## config.mk

```make
export PLATFORM = sky130hd
export DESIGN_NAME = gbwe_sqrt
export DESIGN_NICKNAME = d
export VERILOG_FILES = /design/src/rtl/gbwe_sqrt.sv
export SDC_FILE = /design/constraint.sdc
export NUM_CORES = 1
export LEC_CHECK = 0
export BUFFER_PORTS_ARGS = -buffer_cell sky130_fd_sc_hd__buf_2
export CAP_MARGIN = 20
export CORE_ASPECT_RATIO = 1.4
export CORE_MARGIN = 1.5
export CORE_UTILIZATION = 30
export CTS_CLUSTER_DIAMETER = 40
export DETAILED_ROUTE_END_ITERATION = 7
export PLACE_DENSITY_LB_ADDON = 0.15
export SLEW_MARGIN = 20
export SYNTH_ARGS = -nofsm -noshare
export SYNTH_HDL_FRONTEND = slang
export SYNTH_SLANG_ARGS = --single-unit
```

## constraint.sdc

```tcl
create_clock -name clock -period 6.5 [get_ports clock]
set_clock_uncertainty 0.1 [all_clocks]
set_input_delay 0.325 -clock clock [delete_from_list [all_inputs] [get_ports clock]]
set_output_delay 0.325 -clock clock [all_outputs]
set_load 0.1 [all_outputs]
```

## src/rtl/gbwe_sqrt.sv

```systemverilog
// Iterative integer square root, two radicand bits per cycle.
module gbwe_sqrt (
   input  logic        clock,
   input  logic        reset,
   input  logic        start,
   input  logic [63:0] radicand,
   output logic        done,
   output logic [31:0] root
);
   logic [63:0] v_ff;
   logic [33:0] rem_ff, rem_in;
   logic [31:0] r_ff, r_in;
   logic [5:0]  n_ff;
   logic        busy_ff;
   logic [33:0] cur, trial;

   // Bring down two bits and try the next root bit.
   always_comb begin
      cur = {rem_ff[31:0], v_ff[63:62]};
      trial = cur - {r_ff, 2'b01};
      if (!trial[33]) begin
         rem_in = trial;
         r_in = {r_ff[30:0], 1'b1};
      end else begin
         rem_in = cur;
         r_in = {r_ff[30:0], 1'b0};
      end
   end

   always_ff @(posedge clock) begin
      if (reset) begin
         busy_ff <= 1'b0;
         n_ff <= '0;
      end else if (start) begin
         busy_ff <= 1'b1;
         n_ff <= 6'd32;
         v_ff <= radicand;
         rem_ff <= '0;
         r_ff <= '0;
      end else if (busy_ff) begin
         v_ff <= {v_ff[61:0], 2'b00};
         rem_ff <= rem_in;
         r_ff <= r_in;
         n_ff <= n_ff - 6'd1;
         if (n_ff == 6'd1) busy_ff <= 1'b0;
      end
   end

   assign done = busy_ff && (n_ff == 6'd1);
   assign root = r_in;
endmodule

```

==> metrics.cfg <==
[pwr]
power.total_mw=2.72
ir_drop_uv=201
p_leak_nw=3.37
powerDensity_nw_per_um2=308

[grt]
antenna_found_initial=2
overflow=0
track_usage_pct=13.9
grt_pass1_wl_microns=29200
grt_pass1_vias=5741
grt_max_degree=86

[floorplanning]
die_w_microns=138
core_region_area_sq_um=25300
ios=100
rows=69
start_util_pct=30.4
die_area_sq_um=26600
die_h_microns=192

[flow_run]
drv_cap=0

[yosys]
synthFlopType=edfxtp_1
synth_edf_count=128
syn-num-nets=779
yosysSeqAreaShare_pct=51.8
syn_area_sq_um=7690
synth.distinct_cells=57
ys_warn_count=0
syn_area_per_cell_sq_um=11.3
ys_ff_latch=135
synthCells=678
postSynth.asyncResetShare_pct=0

[worst_hold_path]
holdPathStages=2
whs_endpoint=v_ff[1]
min_from=radicand[1]
hold_path.class=in2reg

[critical_path]
r2r-end=rem_ff[1]
rrSetupSlack_ps=2500
critical_path_required_ps=6070
worst-setup-path-type=reg2out
worst_setup_path_start_kind=flip-flop
critPathMaxFanout=16
r2r-start=rem_ff[0]
end_kind=primary output
rr_worst_depth=11
critPathArrivalTime_ps=4270

[detailed_routing]
routed_wl_microns=17700
via_count=5290
detail-route-antenna-nets=0
firstDrtPassIters=4
drtIter0Drc=234
wl_per_cell_microns=16.6
viasPerCell=4.95
drc=0

[finish]
syn2layout_area_growth_pct=15.0
final_cell_mix=128 x edfxtp_1, 98 x buf_2, 63 x mux2_2
fillCellCount=2524
final_common_cell=edfxtp_1
final_area_sq_um=8840
fin_nets=835
finalCoreUtilization_pct=35.0
layout.cells.non_filler=1068
layout-drive-gt1-share_pct=28.1

[place]
dpl.cell_count=1034
gp_routability_congestion=0.811
numPortBuffers=99
dpl.hpwl_microns=12000
dpl-instance-area_sq_um=8250

[cts]
cts.clk_slew.worst_paths_ps=60
postCtsSetupRepairBufs=0
clk_latency_ps=430
root_buffer=clkbuf_16
cts_tree=built
ctsHtreeMaxLevel=4
cts_buffers=17
cts_resized=0
hold_buffers=0
cts_sinks=135
cts.path.max_buffers=2

[timing]
setup_viol=0
fmax_mhz=213
worstMarginPinSlew_ps=1010
drv_slew=0
rsz0062_at_grt=no
fin_setup_tns_ps=0
relSlewSlack_pct=32.3
finalHoldViolCount=0
post-route-period-util_pct=72.2
period_minus_slack_ps=4690

[status]
outcome=finished clean

==> final cells by class <==
class | instances | area [sq um] | area share [%]
antenna | 2 | 5.00 | 0.0566
clock buffer | 24 | 492 | 5.56
clock inverter | 8 | 96.3 | 1.09
inverter | 42 | 158 | 1.78
multi-input combinational | 433 | 3160 | 35.8
sequential | 135 | 3980 | 45.0
tap | 319 | 399 | 4.51
timing repair buffer | 105 | 547 | 6.18
==> how the worst max path moves through the flow <==
stage	start	to	slack, ps	cells past startpoint
6_report	rem_ff[0]	root[0]	1810	11
5_1_grt	rem_ff[0]	root[0]	1560	11
4_1_cts	rem_ff[0]	root[0]	1760	11
3_3_place_gp	r_ff[8]	root[0]	2300	12
2_1_floorplan	start	r_ff[0]	1680	4
3_5_place_dp	rem_ff[8]	root[0]	2240	11
==> synth_stat cells, types with 4 or more instances <==
library cell	instances	area, sq um
o211ai_1	6	45.0
nor2b_1	7	43.8
a21o_1	8	60.1
nand4_1	7	43.8
buf_2	5	25.0
clkbuf_1	24	90.1
and2_1	4	25.0
edfxtp_1	128	3840
nand2b_1	4	25.0
inv_1	42	158
buf_1	4	15.0
nand3_1	32	160
ha_1	34	425
xor2_1	14	123
dfxtp_1	7	140
xnor2_1	19	166
nor2_1	50	188
buf_4	34	255
nor3_1	18	90.1
nand2_1	19	71.3
mux2_2	63	709
o21ai_1	16	80.1
o21ai_0	26	130
o21a_1	7	52.6
a21oi_1	55	275
==> worst max-delay path, stage by stage, from the launching register on <==
cell	delay, ps
edfxtp_1	410
ha_1	350
o21ai_0	160
a2bb2oi_2	270
o311ai_2	160
a2111oi_4	430
nor2_2	120
o311a_4	430
o21ai_2	680
buf_4	380
nand2_4	120
buf_2	330
==> metrics by stage <==
stage / worst slack, ps / hold slack (ps)
6_report: 1810 / 88.7
5_1_grt: 1560 / 78.7
4_1_cts: 1760 / 63.7
3_5_place_dp: 2240 / 388
3_3_place_gp: 2300 / 387
2_1_floorplan: 1680 / 297
==> logic make-up after synthesis <==
group,synth area share [%]
compound gates,12.8
buf+inv,7.21
simple gates,9.55
mux,9.36
fa+ha+maj,5.53
xor+xnor,3.76
flops,51.8
==> flip-flops by register name, summed over array words and instances (netlist names) <==
signal   count
v_ff        64
busy_ff      1
n_ff         6
r_ff        32
rem_ff      32
==> power breakdown <==
part / leakage [nW] / switching, mW / internal [mW]
sequential: 1.29 / 0.0298 / 1.04
combinational: 1.79 / 0.438 / 0.237
clock: 0.280 / 0.368 / 0.603
==> per-layer routing <==
metal	wire length (microns)	vias to the layer above	share of wire [%]	global-route usage, %
met5	12	-	0.068	0
met4	363	2	2.1	6.03
met3	1100	29	6.2	4.67
met1	7120	2539	40	14.7
met2	9090	146	51	25.1
li1	-	2574	-	-
(Power assumes the default switching activity.)
