<file path="src/rtl/gbwe_pkg.sv">
// Shared constants and types of the gyro bias window estimator.
package gbwe_pkg;
   localparam int Window = 512;
   localparam int Axes = 3;
   localparam int IdxW = $clog2(Window);
   localparam int AxW = $clog2(Axes);
   localparam int MemW = $clog2(Window * Axes);
   localparam logic signed [31:0] DevLimit = 32'sd67108863;
   localparam logic [15:0] CntMax = 16'hFFFF;
   localparam logic [1:0] CSR_SETTLE = 2'd0;
   localparam logic [1:0] CSR_RECHECK = 2'd1;
   localparam logic [1:0] CSR_CAP = 2'd2;

   // Unsigned divide operation started by the sequencer.
   typedef struct packed {
      logic        start;
      logic [63:0] dividend;
      logic [31:0] divisor;
   } div_req_type;
endpackage

</file>
<file path="src/rtl/gbwe_divider.sv">
// Shared radix-2 restoring divider, one quotient bit per cycle.
module gbwe_divider (
   input  logic                 clock,
   input  logic                 reset,
   input  gbwe_pkg::div_req_type req,
   output logic                 done,
   output logic [63:0]          quotient
);
   logic [63:0] q_ff, q_in;
   logic [32:0] r_ff, r_in;
   logic [31:0] d_ff;
   logic [6:0]  n_ff, n_in;
   logic        busy_ff, busy_in;
   logic [32:0] trial;
   logic [32:0] sh;

   // Step one bit of the long division.
   always_comb begin
      sh = {r_ff[31:0], q_ff[63]};
      trial = sh - {1'b0, d_ff};
      q_in = q_ff;
      r_in = r_ff;
      n_in = n_ff;
      busy_in = busy_ff;
      if (busy_ff) begin
         if (!trial[32]) begin
            r_in = trial;
            q_in = {q_ff[62:0], 1'b1};
         end else begin
            r_in = sh;
            q_in = {q_ff[62:0], 1'b0};
         end
         n_in = n_ff - 7'd1;
         if (n_ff == 7'd1) busy_in = 1'b0;
      end
   end

   always_ff @(posedge clock) begin
      if (reset) begin
         busy_ff <= 1'b0;
         n_ff <= '0;
      end else if (req.start) begin
         busy_ff <= 1'b1;
         n_ff <= 7'd64;
         q_ff <= req.dividend;
         r_ff <= '0;
         d_ff <= req.divisor;
      end else begin
         busy_ff <= busy_in;
         n_ff <= n_in;
         q_ff <= q_in;
         r_ff <= r_in;
      end
   end

   assign done = busy_ff && (n_ff == 7'd1);
   assign quotient = q_in;
endmodule

</file>
<file path="config.mk">
export PLATFORM = sky130hd
export DESIGN_NAME = gbwe_divider
export DESIGN_NICKNAME = d
export VERILOG_FILES = /design/src/rtl/gbwe_pkg.sv /design/src/rtl/gbwe_divider.sv
export SDC_FILE = /design/constraint.sdc
export NUM_CORES = 1
export LEC_CHECK = 0
export ABC_AREA = 0
export BUFFER_PORTS_ARGS = -buffer_cell sky130_fd_sc_hd__buf_4
export CORE_MARGIN = 3
export CORE_UTILIZATION = 50
export CTS_BUF_LIST = sky130_fd_sc_hd__clkbuf_2 sky130_fd_sc_hd__clkbuf_4 sky130_fd_sc_hd__clkbuf_8
export DETAILED_ROUTE_END_ITERATION = 10
export PLACE_DENSITY = 0.74
export SETUP_SLACK_MARGIN = 0.5
export SLEW_MARGIN = 20
export SYNTH_ARGS = -nofsm -noshare
export SYNTH_HDL_FRONTEND = slang
export SYNTH_SLANG_ARGS = --single-unit
</file>
<file path="constraint.sdc">
create_clock -name clock -period 2.9 [get_ports clock]
set_input_delay 0.29 -clock clock [delete_from_list [all_inputs] [get_ports clock]]
set_output_delay 0.29 -clock clock [all_outputs]
set_load 0.05 [all_outputs]
</file>
==> flow_summary_export.csv <==
group,metric,value,unit
run_status,status,"complete, but fails checks",
run_status,violations,"negative setup slack",
pwr,ir_drop,0.000496,V
routing,vias,6679,
worst_setup_path,critPathSlowestCell,"or4_4",
routing,remaining_drc_errors,0,
pwr,p_sw,2390,uW
placed_design,dp_slack,-0.240,ns
logic_synthesis,synth_nets,837,
logic_synthesis,ys_seq_area_share,49.3,%
routing,initialDrtViolationCount,429,
die,core,0.0155,mm2
global_route,grt_pass1_vias,7236,
logic_synthesis,syn_area_per_cell,11.6,um2
clocking,cts_buffers,17,
timing,rsz0062_at_grt,"yes",
global_route,busiest_layer,"met2",
placed_design,io_buffer_count,163,
routing,ant_nets,0,
cells_and_area,drive_above_1_share,48.2,%
die,die_area,0.0178,mm2
global_route,met2_usage,43.8,%
routing,via_per_inst,5.51,
die,ios,164,
die,fp.dieH,133,um
logic_synthesis,ys.flop_type,"edfxtp_1",
pwr,swShare,35.4,%
cells_and_area,nets,1122,
worst_setup_path,critPathKind,"register to output port",
logic_synthesis,ys_async_sr_fraction,0,%
cells_and_area,fillCellCount,1073,
worst_setup_path,worstSetupEndpointType,"output port",
pwr,power_density,594,mW/mm2
clocking,htree_num_levels,4,
placed_design,dp.cells,1124,
worst_setup_path,max_stage_delay,0.55,ns
die,start_util,52.3,%
logic_synthesis,yosys.area.top_type_share,47.3,%
die,die_w,133,um
logic_synthesis,synth_top_cells_by_area,"edfxtp_1 (47%), mux2_2 (18%), ha_1 (5.2%), nand2_1 (3.1%), a21oi_1 (3.1%)",
placed_design,dp_hpwl,15300,um
worst_setup_path,worst_setup_path_start_kind,"register",
cells_and_area,final_core_util,73.4,%
pwr,seq_power_share,36.6,%
die,rows,45,
global_route,grt_first_pass_wirelength,35300,um
timing,final.min_clock_period,3.34,ns
timing,finalSetupTns,-7.25,ns
cells_and_area,syn_to_final_growth,40.3,%
logic_synthesis,synth.distinct_cells,59,
cells_and_area,instances_no_fill,1212,
clocking,path_clk_slew,0.08,ns
pwr,p_clk_share,22.0,%
placed_design,gp_congestion,0.897,
timing,clock_skew,0.0153,ns
flow_run,drv_cap,0,
global_route,met1_usage,28.2,%
logic_synthesis,syn_area,0.00813,mm2
clocking,cts_root_buffer,"clkbuf_8",
timing,tightest_slew,0.723,ns
global_route,gr-total-overflow,0,
worst_setup_path,crit_chain,"ha_4, a21oi_2, a21boi_1, buf_4, or4_4, o2bb2ai_4, nor3_4, buf_6, xnor2_4, mux2_4, buf_8",
worst_setup_path,crit_required,2.61,ns
pwr,p_comb_share,41.4,%
global_route,use_met3,8.87,%
logic_synthesis,yosys.area.top_type,"edfxtp_1",
logic_synthesis,synth_seq_cells,136,
cells_and_area,antennaDiodeCount,0,
clocking,cts_buffer_depth,2,
timing,timing.slew.headroom,51.7,%
worst_setup_path,cp_data_arrival_time,3.05,ns
worst_setup_path,critical_path.top_delay_family,"simple AND/OR/NAND/NOR gates",
routing,drtPass1Iterations,5,
pwr,leakagePower,0.00473,uW
clocking,cts_tree,"done",
timing,finalCritPeriodShare,115,%
routing,totalWireLength,21900,um
logic_synthesis,synth-edff-count,128,
timing,setup_viol_count_final,34,
logic_synthesis,ys.warnings.count,0,
pwr,p_int,4380,uW
timing,slew_viol_final,0,
timing,finalHoldViolations,0,
worst_setup_path,crit_buf_inv,3,
routing,wl_per_cell,18.1,um
hold_path,min_path_type,"input port to register",
logic_synthesis,netlist_instances,703,
timing,fmax,300,MHz
global_route,grt_max_degree,73,
clocking,clock_latency,0.46,ns
global_route,antenna_found_initial,0,
global_route,gr-usage-all-layers,24.7,%
worst_setup_path,path_max_fanout,3,
clocking,cts.sinks,136,
timing,fin_ws,-0.437,ns
## final timing paths
check | slack (ns) | startpoint | to | depth (start not counted)
max reg2reg | -0.28 | r_ff[22] | q_ff[0] | 13
min reg2reg | 0.52 | n_ff[1] | n_ff[1] | 2
max | -0.44 | r_ff[22] | quotient[0] | 11
min | 0.04 | reset | n_ff[6] | 2
## routing by layer
layer / part of all wire, % / vias up
met2: 51 / 253
met4: 1.6 / 0
met1: 39 / 3225
met3: 8.1 / 34
li1: - / 3167
met5: 0 / -
## layout by cell type (no fill, tap or decap), types with 4 or more instances in the layout
cell | Yosys | final
clkinv_2 | 0 | 4
nor3_1 | 7 | 5
a21o_1 | 10 | 10
mux2_2 | 127 | 125
a31oi_1 | 5 | 5
ha_1 | 34 | 27
a21boi_0 | 7 | 5
buf_4 | 2 | 244
nor2_1 | 37 | 32
ha_4 | 0 | 7
a211oi_1 | 8 | 4
nand2b_1 | 6 | 6
o211ai_1 | 5 | 5
nand3_2 | 0 | 4
xnor2_1 | 17 | 17
a21oi_1 | 50 | 46
o21ai_0 | 21 | 17
nand3_1 | 14 | 10
inv_2 | 0 | 4
clkbuf_8 | 0 | 17
o21ai_1 | 2 | 5
dfxtp_1 | 8 | 7
inv_1 | 42 | 39
nand2_2 | 0 | 5
buf_8 | 0 | 4
buf_12 | 0 | 7
edfxtp_1 | 128 | 128
inv_6 | 0 | 5
xor2_1 | 12 | 12
nor4_1 | 4 | 4
buf_6 | 2 | 8
nor2_2 | 0 | 4
nand2_1 | 68 | 62
a21oi_2 | 1 | 4
dlygate4sd3_1 | 0 | 32
nand4_1 | 4 | 4
o21a_1 | 5 | 5
## final cells by class
cell class	count	area (um2)	area share, %
clock buffers	18	241	2.12
clock inverters	14	121	1.06
inverters	43	161	1.42
multi-input cells	493	4110	36.1
flip-flops and latches	136	4010	35.1
well taps	211	264	2.32
repair buffers	297	2490	21.9
## cells by family (layout without fill, tap and decap cells)
group	count (synthesis)	in the layout	share of synthesized area (%)
buffers and inverters	74	372	3.73
AOI/OAI and AO/OA	139	139	11.0
adders and majority gates	35	35	5.48
xor gates and xnor gates	31	31	3.66
muxes	128	128	17.7
and+or+nand+nor	160	160	9.15
DFF	136	136	49.3
## registers in the layout, indices dropped and copies added, names as in the netlist
register  count
busy_ff       1
r_ff         32
d_ff         32
n_ff          7
q_ff         64
## repair_timing
action,4_1_cts,5_1_grt
gates resized for setup,41,20
setup buffers,16,5
endpoints found under the setup margin,34,34
hold buffers,32,0
gates cloned,2,1
pin swaps,13,2
endpoints found under the hold margin,32,0
## synthesized netlist by cell type, types with 2 or more instances
cell type / instances
a31o_2: 3
buf_6: 2
xnor2_1: 17
clkbuf_1: 24
nand2_1: 68
and2_1: 2
nor2_1: 37
a21boi_0: 7
or3_1: 4
a21o_1: 10
a31o_1: 2
nand3_1: 14
and3_1: 3
buf_2: 2
dfxtp_1: 8
buf_4: 2
inv_1: 42
o21ai_1: 2
xor2_1: 12
nor3_1: 7
o21bai_1: 3
nand4_1: 4
nand2b_1: 6
and4b_1: 2
o2111a_1: 3
edfxtp_1: 128
nor2b_1: 3
o31ai_1: 5
a31oi_1: 5
mux2_2: 127
nor4_1: 4
o21a_1: 5
ha_1: 34
a21oi_1: 50
o211ai_1: 5
o21ai_0: 21
a211oi_1: 8
## metrics by stage
stage               hold slack (ns)  area, um2  power, uW
floorplan                     0.359       8270       4100
global placement              0.469      10200       4840
detailed placement            0.469      10200       4890
CTS                          0.0198      11300       6660
global route                 0.0218      11400       7120
finish                       0.0386      11400       6770
## power by group through the flow
stage / clock [uW] / combinational (uW) / sequential [uW]
detailed placement: 0 / 2370 / 2520
floorplan: 0 / 1610 / 2490
finish: 1490 / 2800 / 2480
global route: 1620 / 3000 / 2500
global placement: 0 / 2330 / 2510
CTS: 1520 / 2660 / 2480
No activity file was read; power rests on OpenSTA's default activity.
